`src/rtl/core/sfcp_pkg.sv`:
```
// shared types and constants for the sync frame checksum parser
`timescale 1ns / 1ps

package sfcp_pkg;

  localparam int unsigned IdxW = 6;

  localparam logic [7:0]      SyncFirst    = 8'haf;
  localparam logic [7:0]      SyncSecond   = 8'hc1;
  localparam logic [IdxW-1:0] SumLowIdx    = 6'd4;
  localparam logic [IdxW-1:0] SumHighIdx   = 6'd5;
  localparam logic [IdxW-1:0] PayloadIdx   = 6'd6;
  localparam logic [IdxW-1:0] XLowIdx      = 6'd8;
  localparam logic [IdxW-1:0] XHighIdx     = 6'd9;
  localparam logic [IdxW-1:0] YLowIdx      = 6'd10;
  localparam logic [IdxW-1:0] YHighIdx     = 6'd11;
  localparam logic [IdxW-1:0] FirstDataIdx = 6'd2;
  localparam logic [15:0]     ErrorWord    = 16'h0101;

  typedef struct packed {
    logic        coord_error;
    logic [15:0] y_coord;
    logic [15:0] x_coord;
    logic        checksum_ok;
  } sfcp_result_t;

endpackage

```
`src/rtl/core/sfcp_parser.sv`:
```
// frame capture, checksum compare and last-good coordinate store
`timescale 1ns / 1ps

module sfcp_parser
  import sfcp_pkg::*;
#(
  parameter int FRAME_LEN = 20
) (
  input  logic         clk,
  input  logic         rst_n,
  input  logic         byte_valid,
  input  logic [7:0]   rx_byte,
  input  logic         transfer_start,
  output logic         res_valid,
  output sfcp_result_t res
);

  localparam logic [IdxW-1:0] FrameLenIdx = IdxW'(FRAME_LEN);

  logic [7:0]      prev_byte_r, prev_byte_nxt;
  logic            prev_valid_r, prev_valid_nxt;
  logic            seen_r, seen_nxt;
  logic            active_r, active_nxt;
  logic [IdxW-1:0] idx_r, idx_nxt;
  logic [15:0]     exp_sum_r, exp_sum_nxt;
  logic [15:0]     run_sum_r, run_sum_nxt;
  logic [15:0]     frame_x_r, frame_x_nxt;
  logic [15:0]     frame_y_r, frame_y_nxt;
  logic [15:0]     good_x_r, good_x_nxt;
  logic [15:0]     good_y_r, good_y_nxt;

  logic            prev_valid_e, seen_e, active_e;
  logic [IdxW-1:0] idx_e;
  logic            ok;

  always_comb begin
    prev_valid_e = prev_valid_r & ~transfer_start;
    seen_e       = seen_r & ~transfer_start;
    active_e     = active_r & ~transfer_start;
    idx_e        = transfer_start ? '0 : idx_r;

    prev_byte_nxt  = prev_byte_r;
    prev_valid_nxt = prev_valid_r;
    seen_nxt       = seen_r;
    active_nxt     = active_r;
    idx_nxt        = idx_r;
    exp_sum_nxt    = exp_sum_r;
    run_sum_nxt    = run_sum_r;
    frame_x_nxt    = frame_x_r;
    frame_y_nxt    = frame_y_r;
    good_x_nxt     = good_x_r;
    good_y_nxt     = good_y_r;
    ok             = 1'b0;
    res_valid      = 1'b0;

    if (byte_valid) begin
      seen_nxt   = seen_e;
      active_nxt = active_e;
      idx_nxt    = idx_e;
      if (active_e) begin
        if (idx_e == SumLowIdx) exp_sum_nxt[7:0] = rx_byte;
        if (idx_e == SumHighIdx) exp_sum_nxt[15:8] = rx_byte;
        if (idx_e >= PayloadIdx) run_sum_nxt = run_sum_r + {8'd0, rx_byte};
        if (idx_e == XLowIdx) frame_x_nxt[7:0] = rx_byte;
        if (idx_e == XHighIdx) frame_x_nxt[15:8] = rx_byte;
        if (idx_e == YLowIdx) frame_y_nxt[7:0] = rx_byte;
        if (idx_e == YHighIdx) frame_y_nxt[15:8] = rx_byte;
        idx_nxt = idx_e + 1'b1;
        if (idx_nxt >= FrameLenIdx) begin
          ok = (run_sum_nxt == exp_sum_nxt);
          if (ok) begin
            good_x_nxt = frame_x_nxt;
            good_y_nxt = frame_y_nxt;
          end
          active_nxt = 1'b0;
          res_valid  = 1'b1;
        end
      end else if (!seen_e && prev_valid_e && prev_byte_r == SyncFirst
                   && rx_byte == SyncSecond) begin
        seen_nxt    = 1'b1;
        active_nxt  = 1'b1;
        idx_nxt     = FirstDataIdx;
        exp_sum_nxt = '0;
        run_sum_nxt = '0;
        frame_x_nxt = '0;
        frame_y_nxt = '0;
      end
      prev_byte_nxt  = rx_byte;
      prev_valid_nxt = 1'b1;
    end

    res.checksum_ok = ok;
    res.x_coord     = good_x_nxt;
    res.y_coord     = good_y_nxt;
    res.coord_error = (good_x_nxt == ErrorWord) && (good_y_nxt == ErrorWord);
  end

  always_ff @(posedge clk) begin
    if (!rst_n) begin
      prev_byte_r  <= '0;
      prev_valid_r <= 1'b0;
      seen_r       <= 1'b0;
      active_r     <= 1'b0;
      idx_r        <= '0;
      exp_sum_r    <= '0;
      run_sum_r    <= '0;
      frame_x_r    <= '0;
      frame_y_r    <= '0;
      good_x_r     <= '0;
      good_y_r     <= '0;
    end else begin
      prev_byte_r  <= prev_byte_nxt;
      prev_valid_r <= prev_valid_nxt;
      seen_r       <= seen_nxt;
      active_r     <= active_nxt;
      idx_r        <= idx_nxt;
      exp_sum_r    <= exp_sum_nxt;
      run_sum_r    <= run_sum_nxt;
      frame_x_r    <= frame_x_nxt;
      frame_y_r    <= frame_y_nxt;
      good_x_r     <= good_x_nxt;
      good_y_r     <= good_y_nxt;
    end
  end

endmodule

```
`src/rtl/core/sfcp_out_buf.sv`:
```
// result register with skid stage
`timescale 1ns / 1ps

module sfcp_out_buf
  import sfcp_pkg::*;
(
  input  logic         clk,
  input  logic         rst_n,
  input  logic         push,
  input  sfcp_result_t push_data,
  output logic         can_take,
  output logic         out_valid,
  input  logic         out_ready,
  output sfcp_result_t out_data
);

  logic         main_v_r, main_v_nxt;
  logic         skid_v_r, skid_v_nxt;
  sfcp_result_t main_d_r, main_d_nxt;
  sfcp_result_t skid_d_r, skid_d_nxt;
  logic         pop;

  always_comb begin
    pop        = main_v_r & out_ready;
    main_v_nxt = main_v_r;
    main_d_nxt = main_d_r;
    skid_v_nxt = skid_v_r;
    skid_d_nxt = skid_d_r;
    if (!main_v_r || pop) begin
      if (skid_v_r) begin
        main_v_nxt = 1'b1;
        main_d_nxt = skid_d_r;
        skid_v_nxt = push;
        skid_d_nxt = push_data;
      end else begin
        main_v_nxt = push;
        main_d_nxt = push_data;
      end
    end else if (push) begin
      skid_v_nxt = 1'b1;
      skid_d_nxt = push_data;
    end
  end

  always_ff @(posedge clk) begin
    if (!rst_n) begin
      main_v_r <= 1'b0;
      skid_v_r <= 1'b0;
    end else begin
      main_v_r <= main_v_nxt;
      skid_v_r <= skid_v_nxt;
    end
  end

  always_ff @(posedge clk) begin
    main_d_r <= main_d_nxt;
    skid_d_r <= skid_d_nxt;
  end

  assign can_take  = ~skid_v_r;
  assign out_valid = main_v_r;
  assign out_data  = main_d_r;

endmodule

```
`src/rtl/core/sync_frame_checksum_coord_parser_top.sv`:
```
// top level of the sync frame checksum parser
//
//   port group | dir | tdata                  | tuser
//   in_        | in  | rx_byte [7:0]          | transfer_start [0]
//   out_       | out | x [15:0], y [31:16]    | checksum_ok [0], coord_error [1]
//
// one byte per cycle while in_tready is high; the byte is parsed in the accept
// cycle and a result lands in the output or skid register on the next edge
// a result is emitted only on the last byte of a frame
// in_tready drops only while the skid stage holds a result (output stalled)
// synchronous active-low reset clears parser state and the output stage
`timescale 1ns / 1ps

module sync_frame_checksum_coord_parser_top
  import sfcp_pkg::*;
#(
  parameter int FRAME_LEN = 20
) (
  input  logic        clk,
  input  logic        rst_n,
  input  logic        in_tvalid,
  output logic        in_tready,
  input  logic [7:0]  in_tdata,   // rx_byte [7:0]
  input  logic [0:0]  in_tuser,   // transfer_start [0]
  output logic        out_tvalid,
  input  logic        out_tready,
  output logic [31:0] out_tdata,  // x_coord [15:0], y_coord [31:16]
  output logic [1:0]  out_tuser   // checksum_ok [0], coord_error [1]
);

  logic         in_xfer;
  logic         res_valid;
  sfcp_result_t res;
  sfcp_result_t out_res;

  assign in_xfer = in_tvalid & in_tready;

  sfcp_parser #(
    .FRAME_LEN(FRAME_LEN)
  ) u_parser (
    .clk           (clk),
    .rst_n         (rst_n),
    .byte_valid    (in_xfer),
    .rx_byte       (in_tdata),
    .transfer_start(in_tuser[0]),
    .res_valid     (res_valid),
    .res           (res)
  );

  sfcp_out_buf u_out_buf (
    .clk      (clk),
    .rst_n    (rst_n),
    .push     (res_valid),
    .push_data(res),
    .can_take (in_tready),
    .out_valid(out_tvalid),
    .out_ready(out_tready),
    .out_data (out_res)
  );

  assign out_tdata = {out_res.y_coord, out_res.x_coord};
  assign out_tuser = {out_res.coord_error, out_res.checksum_ok};

endmodule

```
`config.mk`:
```
export PLATFORM = sky130hd
export DESIGN_NAME = sync_frame_checksum_coord_parser_top
export DESIGN_NICKNAME = d
export VERILOG_FILES = /design/src/rtl/core/sfcp_pkg.sv /design/src/rtl/core/sfcp_parser.sv /design/src/rtl/core/sfcp_out_buf.sv /design/src/rtl/core/sync_frame_checksum_coord_parser_top.sv
export SDC_FILE = /design/constraint.sdc
export NUM_CORES = 1
export LEC_CHECK = 0
export BUFFER_PORTS_ARGS = -buffer_cell sky130_fd_sc_hd__buf_2
export CAP_MARGIN = 20
export CORE_ASPECT_RATIO = 1.75
export CORE_UTILIZATION = 55
export CTS_CLUSTER_DIAMETER = 60
export CTS_CLUSTER_SIZE = 25
export DETAILED_ROUTE_END_ITERATION = 8
export HOLD_SLACK_MARGIN = 0.12
export PLACE_DENSITY = 0.73
export SETUP_SLACK_MARGIN = 0.15
export SYNTH_ARGS = -nofsm -noshare
export SYNTH_HDL_FRONTEND = slang
export SYNTH_SLANG_ARGS = --single-unit
```
`constraint.sdc`:
```
create_clock -name clk -period 7.95 [get_ports clk]
set_clock_uncertainty 0.05 [all_clocks]
set_input_delay 1.1925 -clock clk [delete_from_list [all_inputs] [get_ports clk]]
set_output_delay 1.1925 -clock clk [all_outputs]
set_load 0.005 [all_outputs]
```
# == Yosys cells after proc, flatten, opt, wreduce, memory -nomap -nowiden ==
# Index checks and enable logic that the tools add are counted.
# totals
input_bits,13
wordCells,103
reg_bits,183
# op_classes
reduce_logical,11
n_mux,48
addsub,2
bitwise_logic,7
order_cmp,2
eq_ne,12
# op_table
operator,n
2-to-1 mux 16 bit,16
2-to-1 mux 34 bit,4
2-to-1 mux 8 bit,10
== test 16 x 9 -> 1 bit (second input constant),2
== test 6 x 4 -> 1 bit (second input constant),4
2-to-1 mux 6 bit,3
adder 16 x 8 -> 16 bit,1
== test 16 bit,1
== test 8 bit (second input constant),2
2-to-1 mux 1 bit,15
== test 6 x 3 -> 1 bit (second input constant),2
adder 6 x 1 -> 6 bit (second input constant),1
greater-or-equal comparator 6 x 3 -> 1 bit (second input constant),1
greater-or-equal comparator 6 x 5 -> 1 bit (second input constant),1
bitwise AND 1 bit,5
logical AND 1 bit,4
AND reduction 2 bit,2
nonzero test 2 bit,2
zero test 1 bit,2
!= test 2 x 1 -> 1 bit (second input constant),1
inverter 1 bit,2
logical OR 1 bit,1

# == Logic depth before layout (Yosys ltp) ==
# Gate-level depths: netlist of run 1.
# logic_depth
word_depth,14
mapped_depth,17

# == Cells and area by module ==
# From an unflattened synthesis of run 1, not the netlist that was laid out.
# unflattened
cells_unflattened,840
area_unflattened_um2,9138.8
# by_module_without_submodules
module,cells_per_inst,instances,area_per_inst_um2,seq_area_each_um2
sfcp_parser,723,1,6446.2,2262.2
sfcp_out_buf,116,1,2686.3,2082.0
sync_frame_checksum_coord_parser_top,1,1,6.3,0.0

# == Worst setup path before layout of run 1 ==
# Ideal clock, no wire load.
# synth_path
path_kind,input -> register
from,input in_tuser
to,register u_out_buf.main_d_r (netlist bit u_out_buf.out_data[25]) (data pin)
t_required_ps,7631
t_arrival_ps,4168
slack_ps,3463
cell_stages,15
path_cell_list,clkbuf_1 > clkbuf_1 > nor2b_1 > ha_1 > o21ai_0 > a21oi_1 > buf_2 > o21a_1 > nor4_1 > a21o_1 > clkbuf_1 > clkbuf_1 > nand4_1 > nor4_1 > o31ai_2
# synth_via
elab_chain_cells,11
word_cells_on_any_way,25
classes_between,add/sub (1); order compare (2); eq/ne (4); mux (16); bitwise (2)
# synth_rtl
item,line,source
"start, declared",sync_frame_checksum_coord_parser_top.sv:24,"input logic [0:0] in_tuser,"
2-to-1 mux 6 bit,sfcp_parser.sv:40,idx_e = transfer_start ? '0 : idx_r;
greater-or-equal comparator 6 x 3 -> 1 bit (tied with other cells),sfcp_parser.sv:63,"if (idx_e >= PayloadIdx) run_sum_nxt = run_sum_r + {8'd0, rx_byte};"
2-to-1 mux 16 bit (tied with other cells),sfcp_parser.sv:63,
2-to-1 mux 16 bit or 2-to-1 mux 8 bit (tied branches),sfcp_parser.sv:60,if (active_e) begin
2-to-1 mux 16 bit or 2-to-1 mux 8 bit (tied branches),sfcp_parser.sv:56,if (byte_valid) begin
== test 16 bit,sfcp_parser.sv:70,ok = (run_sum_nxt == exp_sum_nxt);
2-to-1 mux 16 bit,sfcp_parser.sv:71,if (ok) begin
2-to-1 mux 16 bit,sfcp_parser.sv:69,if (idx_nxt >= FrameLenIdx) begin
2-to-1 mux 16 bit *,sfcp_parser.sv:60,
2-to-1 mux 16 bit *,sfcp_parser.sv:56,
2-to-1 mux 34 bit *,sfcp_out_buf.sv:30,if (skid_v_r) begin
"end signal, assigned",sfcp_out_buf.sv:56,main_d_r <= main_d_nxt;
"end, declared",sfcp_out_buf.sv:19,"sfcp_result_t main_d_r, main_d_nxt;"
# Mark *: on every way between the ends. The rest lies on a longest branch, timed or not. The select of a mux whose other input is x is not followed.
# A chain may end at the register's enable or synchronous reset.

# == Final worst setup path of run 1 ==
# layout_path
from,input in_tuser
to,register u_out_buf.main_d_r (netlist bit u_out_buf.out_data[3]) (data pin)
# Same word-level chain as after synthesis.

==> results by group, run 1 <==
Floorplan
  • Starting density of the core: 56.29%
  • Core area: 0.01695 mm2
  • Rows: 63
  • Die W: 101.6 um
  • Die H: 176.2 um
  • Die ar.: 0.01790 mm2
  • # IOs: 49

Finish
  • Ant diodes: 0
  • Share of layout cells above drive strength 1: 13.80%
  • P&R area growth vs syn: 9.127%
  • Final core utilization: 61.43%
  • Final nets: 1020

Logic synthesis
  • Synth warn: 0
  • Yosys reg bits: 183
  • Syn Nets: 1024
  • Unique masters post-synth: 65
  • Mapped cell area: 0.009540 mm2
  • Post-synth top flop: dfxtp_1
  • Syn Inst Count: 998
  • Syn Area/Cell: 9.560 um2
  • Seq/Total Area, Yosys: 45.53%
  • Asr flop ratio synth: 0%
  • EDFF count, synth: 68

Timing
  • Final min period: 4.929 ns
  • Least-Margin Pin Slew: 1.060 ns
  • Rel. slew slack: 29.33%
  • Final cycle utilization of the critical path: 62.00%
  • Final Hold Viols: 0
  • Count of final setup violators: 0
  • RSZ-0062 raised after global routing: no
  • Setup TNS: 0 ns
  • Fmax: 202.9 MHz
  • Pins Over Slew Limit: 0

Power
  • PD cells: 188.5 mW/mm2
  • Pleak: 3.923 nW
  • Max IR drop VDD: 0.1158 mV

Outcome
  • Status: finished, final reports clean

GRT
  • Vias in the first global route: 7478
  • Initial antenna violation count: 0
  • Overall global routing resource usage: 27.63%
  • First-pass GRT wire length: 38.52 mm
  • Total global routing overflow: 0
  • Pin count of the biggest net entering global routing: 69

Setup path
  • Worst reg2reg path depth: 10
  • WP depth: 11
  • Critical Path Max Stage Delay: 0.95 ns
  • Critical Path AT: 5.13 ns
  • Critical Path Start Type: input port
  • CP delay by family, top: compound AO/OA/AOI/OAI gates
  • Crit-path max FO: 33
  • CP Cell Sequence: buf_2 -> nand2b_1 -> ha_1 -> o21ai_0 -> a21oi_1 -> mux2i_1 -> xnor2_1 -> o2111a_1 -> and4_2 -> a41oi_1 -> o31ai_1
  • WP data required: 8.15 ns
  • Setup CP Type: input port to register
  • Worst Setup End Kind: register
  • Critical path buffers and inverters: 1
  • CP max stage cell: and4_2

Detailed routing
  • DRT Pass-1 Iters: 5
  • Via-to-Cell Ratio: 6.400
  • Routed WL: 23.76 mm
  • Residual DRC: 0
  • Wirelength per Cell: 19.26 um
  • Via count: 7898
  • Initial DRC count: 613
  • Antenna Violating Nets Remaining: 0

Placement
  • Routability cong.: 0.9297
  • Post-detail-place hpwl: 15.49 mm
  • Number of buffers added on ports: 48

CTS
  • Resized cells post-CTS: 0
  • Worst-case clock buffer depth: 2
  • CTS tree: yes
  • Clock Pin Slew Worst Setup and Hold Paths: 0.07 ns
  • Clock latency on the worst-skew pair: 0.43 ns
  • Clock sink count: 183
  • Total setup buffers inserted after CTS: 0
  • Hold buffer count at cts: 0
  • Root Driver: clkbuf_16
  • Total CTS buffers: 17
  • Max H-tree Level: 4

Hold path
  • Hold path cells: 2
  • Worst Hold Class: register to register

Job
  • Maxcap violations: 0
[worst paths after layout]
kind | startpoint | endpoint | slack [ns]
max | in_tuser | u_out_buf.out_data[3] | 3.02
max reg2reg | u_parser.idx_r[1] | u_out_buf.out_data[3] | 3.62
min reg2reg | u_parser.seen_r | u_parser.seen_r | 0.41
min | u_parser.seen_r | u_parser.seen_r | 0.41
[synth_stat cells (all sizes together), types with 26 or more instances]
library cell  count  area share, %
nor2            129            5.1
dfxtp           115             24
nand2            91            3.6
edfxtp           68             21
a22oi            58            4.6
clkbuf           56            2.2
nor4             48            3.1
mux2i            45            4.7
a21oi            41            2.2
nor3             41            2.2
nand4            39            2.6
a41oi            32            5.2
o31ai            31            2.5
buf              26            2.0
[placed cells by master, fill, tap and decap left out, types with 5 or more instances in the layout]
cell and instances:
or3_1 5, mux2_2 5, nand2_1 90, o21ai_0 17
nor3_1 41, inv_1 9, nor2_1 129, nor2b_1 12
a21oi_1 41, nor4_1 48, buf_4 11, nand4_1 39
xor2_1 8, o31ai_1 30, o211ai_1 5, nand4b_1 5
a21o_1 5, buf_2 48, bufinv_16 6, a22oi_1 58
a41oi_2 29, clkinv_2 5, nand2b_1 6, edfxtp_1 68
nand3_1 13, ha_1 12, clkbuf_16 17, xnor2_1 15
nor4b_1 8, mux2i_1 45, dfxtp_1 114, a211oi_1 5
[kinds of logic (layout without fill, tap and decap cells)]
logic type      Yosys count  after routing  synth area share [%]
compound gates          211            211                 17.95
xor+xnor                 24             24                 2.282
fa+ha+maj                13             13                 1.784
buf+inv                  92            101                 4.603
flops                   183            183                 45.53
mux                      50             50                 5.311
simple gates            425            425                 22.53
[metrics by stage]
| step | hold WS (ns) | instances | instance area [um2] | setup WS [ns] | power (mW) |
|---|---|---|---|---|---|
| global placement | 0.3926 | 1202 | 9753 | 2.777 | 1.035 |
| global route | 0.4299 | 1234 | 10410 | 2.752 | 2.005 |
| floorplan | 0.3767 | 998 | 9540 | 3.463 | 1.017 |
| CTS | 0.4085 | 1234 | 10410 | 3.045 | 1.971 |
| finish | 0.4063 | 1234 | 10410 | 3.021 | 1.962 |
| detailed placement | 0.3973 | 1202 | 9753 | 2.594 | 1.036 |
[state kept, by name, indices dropped and copies added, names as in the netlist]
signal and cells:
u_out_buf.out_data 34, u_parser.frame_x_r 16, u_parser.exp_sum_r 16, u_parser.run_sum_r 16, u_parser.prev_byte_r 8, u_out_buf.out_valid 1
u_parser.active_r 1, u_out_buf.skid_v_r 1, u_parser.frame_y_r 16, u_parser.prev_valid_r 1, u_out_buf.skid_d_r 34, u_parser.good_x_r 16
u_parser.seen_r 1, u_parser.idx_r 6, u_parser.good_y_r 16
[worst min-delay path, stage by stage, from the launching register on]
cell	delay (ns)
dfxtp_1	0.31
nand2_1	0.05
a21oi_1	0.05
[layer usage]
metal	share of wire, %	track usage [%]	wire length [um]	up-vias
met5	0	0	0	-
met3	4.8	3.484	1134	51
li1	-	-	-	3758
met2	53	49.07	12520	271
met1	39	32.34	9353	3818
met4	3.2	12.98	758	0
[where the power goes]
group	switching (mW)	internal, mW	total, mW
registers	0.00122	0.967	0.968
logic	0.0376	0.0104	0.0480
clock network	0.359	0.587	0.947
total	0.398	1.56	1.96
[cell type report]
cell class                 instances  area [um2]
clock buffer                      18       429.2
clock inverter                    14       229.0
fill                            1462        6536
inverter                          10       38.79
multi-input combinational        723        4762
sequential                       183        4345
tap                              227       284.0
timing repair buffer              59       322.8
No activity file was read; power rests on OpenSTA's default activity.
==> inputs of run 2 (changes only) <==
Settings changed: ABC_AREA from default to 1, PLACE_DENSITY 0.73 to 0.76.
Clock period 7.95 ns to 4.4 ns, I/O delays scaled along.
==> results by group, run 2 <==
CTS
  • Total CTS buffers: 17 (unchanged)
  • Root Driver: clkbuf_16
  • Worst-case clock buffer depth: 2 (unchanged)
  • Clock latency on the worst-skew pair: 0.43 ns (about the same)
  • Max H-tree Level: 4 (unchanged)
  • Clock sink count: 183 (unchanged)
  • Clock Pin Slew Worst Setup and Hold Paths: 0.07 ns (about the same)
  • CTS tree: yes
  • Hold buffer count at cts: 0 (unchanged)

Power
  • Pleak: 4.810 nW (+23%)
  • Max IR drop VDD: 0.2022 mV (+75%)
  • PD cells: 343.0 mW/mm2 (+82%)

GRT
  • Vias in the first global route: 7676 (+2.6%)
  • First-pass GRT wire length: 36.60 mm (-5.0%)
  • Overall global routing resource usage: 27.02% (-0.61 points)
  • Total global routing overflow: 0 (unchanged)
  • Pin count of the biggest net entering global routing: 67 (-2.9%)
  • Initial antenna violation count: 0 (unchanged)

Placement
  • Placement Cell Area: 0.009653 mm2 (-1.0%)
  • Routability cong.: 0.9029 (-2.9%)
  • Post-detail-place hpwl: 15.51 mm (+0.11%)
  • Number of buffers added on ports: 48 (unchanged)

Logic synthesis
  • Yosys reg bits: 183 (unchanged)
  • Synth warn: 0 (unchanged)
  • Post-synth top flop: dfxtp_1
  • Mapped cell area: 0.009205 mm2 (-3.5%)
  • Syn Nets: 1266 (+24%)
  • Dominant cell by count in the synthesized netlist: nand2_1
  • Top cells by area, synth: dfxtp_1 25%, edfxtp_1 22%, nand2_1 15%
  • Yosys top cell by area: dfxtp_1
  • EDFF count, synth: 68 (unchanged)
  • Seq/Total Area, Yosys: 47.19% (+1.7 points)
  • Top cells by count, synth: 373 x nand2_1, 161 x inv_1, 115 x dfxtp_1
  • Yosys top cell area share: 25.01% (+0.88 points)
  • Asr flop ratio synth: 0% (unchanged)
  • Syn Inst Count: 1240 (+24%)
  • Unique masters post-synth: 44 (-32%)
  • Syn Area/Cell: 7.423 um2 (-22%)

Hold path
  • Hold path endpoint: u_parser.prev_byte_r[6]
  • Hold path cells: 2 (unchanged)
  • Worst Hold Class: register to register
  • Hold Path Origin: u_parser.prev_byte_r[6]

Timing
  • Setup TNS: 0 ns (unchanged)
  • Least-Margin Pin Slew: 0.7399 ns (-0.3201 ns)
  • Final min period: 3.718 ns
  • Rel. slew slack: 50.52% (+21 points)
  • Fmax: 269.0 MHz
  • Hold Worst Slack: 0.4116 ns (+0.005359 ns)
  • Count of final setup violators: 0 (unchanged)
  • Final Hold Viols: 0 (unchanged)
  • Final cycle utilization of the critical path: 84.49%
  • RSZ-0062 raised after global routing: no
  • Pins Over Slew Limit: 0 (unchanged)

Setup path
  • Critical path buffers and inverters: 2 (+1)
  • Crit Reg-Reg Startpoint: u_parser.run_sum_r[0]
  • Worst R2R Setup Slack: 0.71 ns (-2.91 ns)
  • Reg2reg end: u_out_buf.out_data[33]
  • Critical Path Max Stage Delay: 0.44 ns (-0.51 ns)
  • Critical Path Start Type: input port
  • Critical Path AT: 3.97 ns (-1.16 ns)
  • CP delay by family, top: simple AND/OR/NAND/NOR gates
  • WP data required: 4.65 ns (-3.50 ns)
  • Crit-path most repeated cell: nand2_1
  • WP depth: 25 (+14)
  • Worst reg2reg path depth: 24 (+14)
  • Worst Setup End Kind: register
  • CP max stage cell: fa_1
  • Crit-path max FO: 6 (-82%)
  • Setup CP Type: input port to register

Finish
  • Ant diodes: 0 (unchanged)
  • Most frequent cells in the layout: 373 x nand2_1, 161 x inv_1, 114 x dfxtp_1
  • Commonest non-fill, non-tap cell in the layout: nand2_1
  • Fin area: 0.01031 mm2 (-0.94%)
  • Final core utilization: 63.01% (+1.6 points)
  • Fill count: 1461 (-0.068%)
  • Share of layout cells above drive strength 1: 11.14% (-2.7 points)
  • Final nets: 1306 (+28%)
  • P&R area growth vs syn: 12.04%

Floorplan
  • # IOs: 49 (unchanged)
  • Starting density of the core: 56.24% (about the same)
  • Rows: 62 (-1.6%)
  • Die ar.: 0.01728 mm2 (-3.5%)
  • Core area: 0.01637 mm2 (-3.4%)
  • Die H: 173.1 um (-1.8%)
  • Die W: 99.80 um (-1.7%)

Detailed routing
  • Via count: 8070 (+2.2%)
  • Antenna Violating Nets Remaining: 0 (unchanged)
  • DRT Pass-1 Iters: 5 (unchanged)
  • Wirelength per Cell: 14.50 um (-25%)
  • Routed WL: 21.99 mm (-7.5%)
  • Initial DRC count: 501 (-18%)
  • Via-to-Cell Ratio: 5.320 (-17%)
  • Residual DRC: 0 (unchanged)

Job
  • Maxcap violations: 0 (unchanged)

Outcome
  • Status: finished, final reports clean
==> run 2: cell types whose count changed in the layout (fill, tap and decap cells not counted), sizes merged, moves of 47 or more <==
cell,previous run,this run
a21oi,41,97
a22oi,58,0
inv,10,171
nand2,91,379
nand3,14,98
nor4,48,1
o21ai,18,79
==> run 2: layout make-up <==
cell class | instances | area, um2 | area share (%)
Clock inverter | 15 | 187.7 | 1.820
Clock buffer | 17 | 425.4 | 4.125
Timing Repair Buffer | 70 | 421.7 | 4.088
Multi-Input combinational cell | 841 | 4024 | 39.02
Inverter | 167 | 629.4 | 6.102
Sequential cell | 183 | 4345 | 42.13
Tap cell | 224 | 280.3 | 2.717
==> run 2: metrics by stage <==
stage          power [mW]  cells  setup slack, ns
2_1_floorplan       1.933   1240           0.3909
3_3_place_gp        1.975   1483           0.2203
3_5_place_dp        1.978   1483           0.1537
4_1_cts             3.557   1515           0.5501
5_1_grt             3.652   1517           0.2374
6_report            3.537   1517           0.6824
==> run 2: logic make-up (layout without fill, tap and decap cells) <==
kind of cell,Yosys count,in the layout,synth area share [%]
buffers and inverters,216,269,9.474
and+or+nand+nor,632,632,29.75
AOI/OAI and AO/OA,194,194,11.54
xor gates and xnor gates,2,2,0.1903
adders and majority gates,13,13,1.849
DFF,183,183,47.19
==> run 2: timing repair <==
item,CTS,global route
buffers inserted,0,2
resized for setup,0,4
setup endpoints to repair,0,1
endpoints found under the hold margin,0,0
==> run 2: tightest hold or removal path: stages (launching register included) <==
cell and delay (ns):
dfxtp_1 0.30, inv_1 0.06, a21oi_1 0.06
==> run 2: how the worst max path moves through the flow <==
stage | startpoint | to | slack [ns]
2_1_floorplan | in_tuser | u_out_buf.skid_d_r[0] | 0.39
3_3_place_gp | in_tdata[0] | u_out_buf.out_data[33] | 0.22
3_5_place_dp | in_tdata[0] | u_out_buf.out_data[33] | 0.15
4_1_cts | in_tdata[0] | u_out_buf.out_data[33] | 0.55
5_1_grt | u_parser.run_sum_r[0] | u_out_buf.out_data[33] | 0.24
6_report | in_tdata[0] | u_out_buf.out_data[33] | 0.68
==> run 2: report_power, final <==
part / internal [mW] / switching [mW] / total [mW]
logic: 0.0515 / 0.140 / 0.192
clock network: 0.907 / 0.682 / 1.59
registers: 1.75 / 0.00663 / 1.76
==> run 2: metal layers <==
metal / global-route usage, % / part of all wire [%] / vias to the layer above
met5: 0 / 0 / -
met4: 12.93 / 3.9 / 0
met3: 4.608 / 4.0 / 57
met2: 49.34 / 53 / 222
met1: 29.63 / 39 / 3716
li1: - / - / 4075
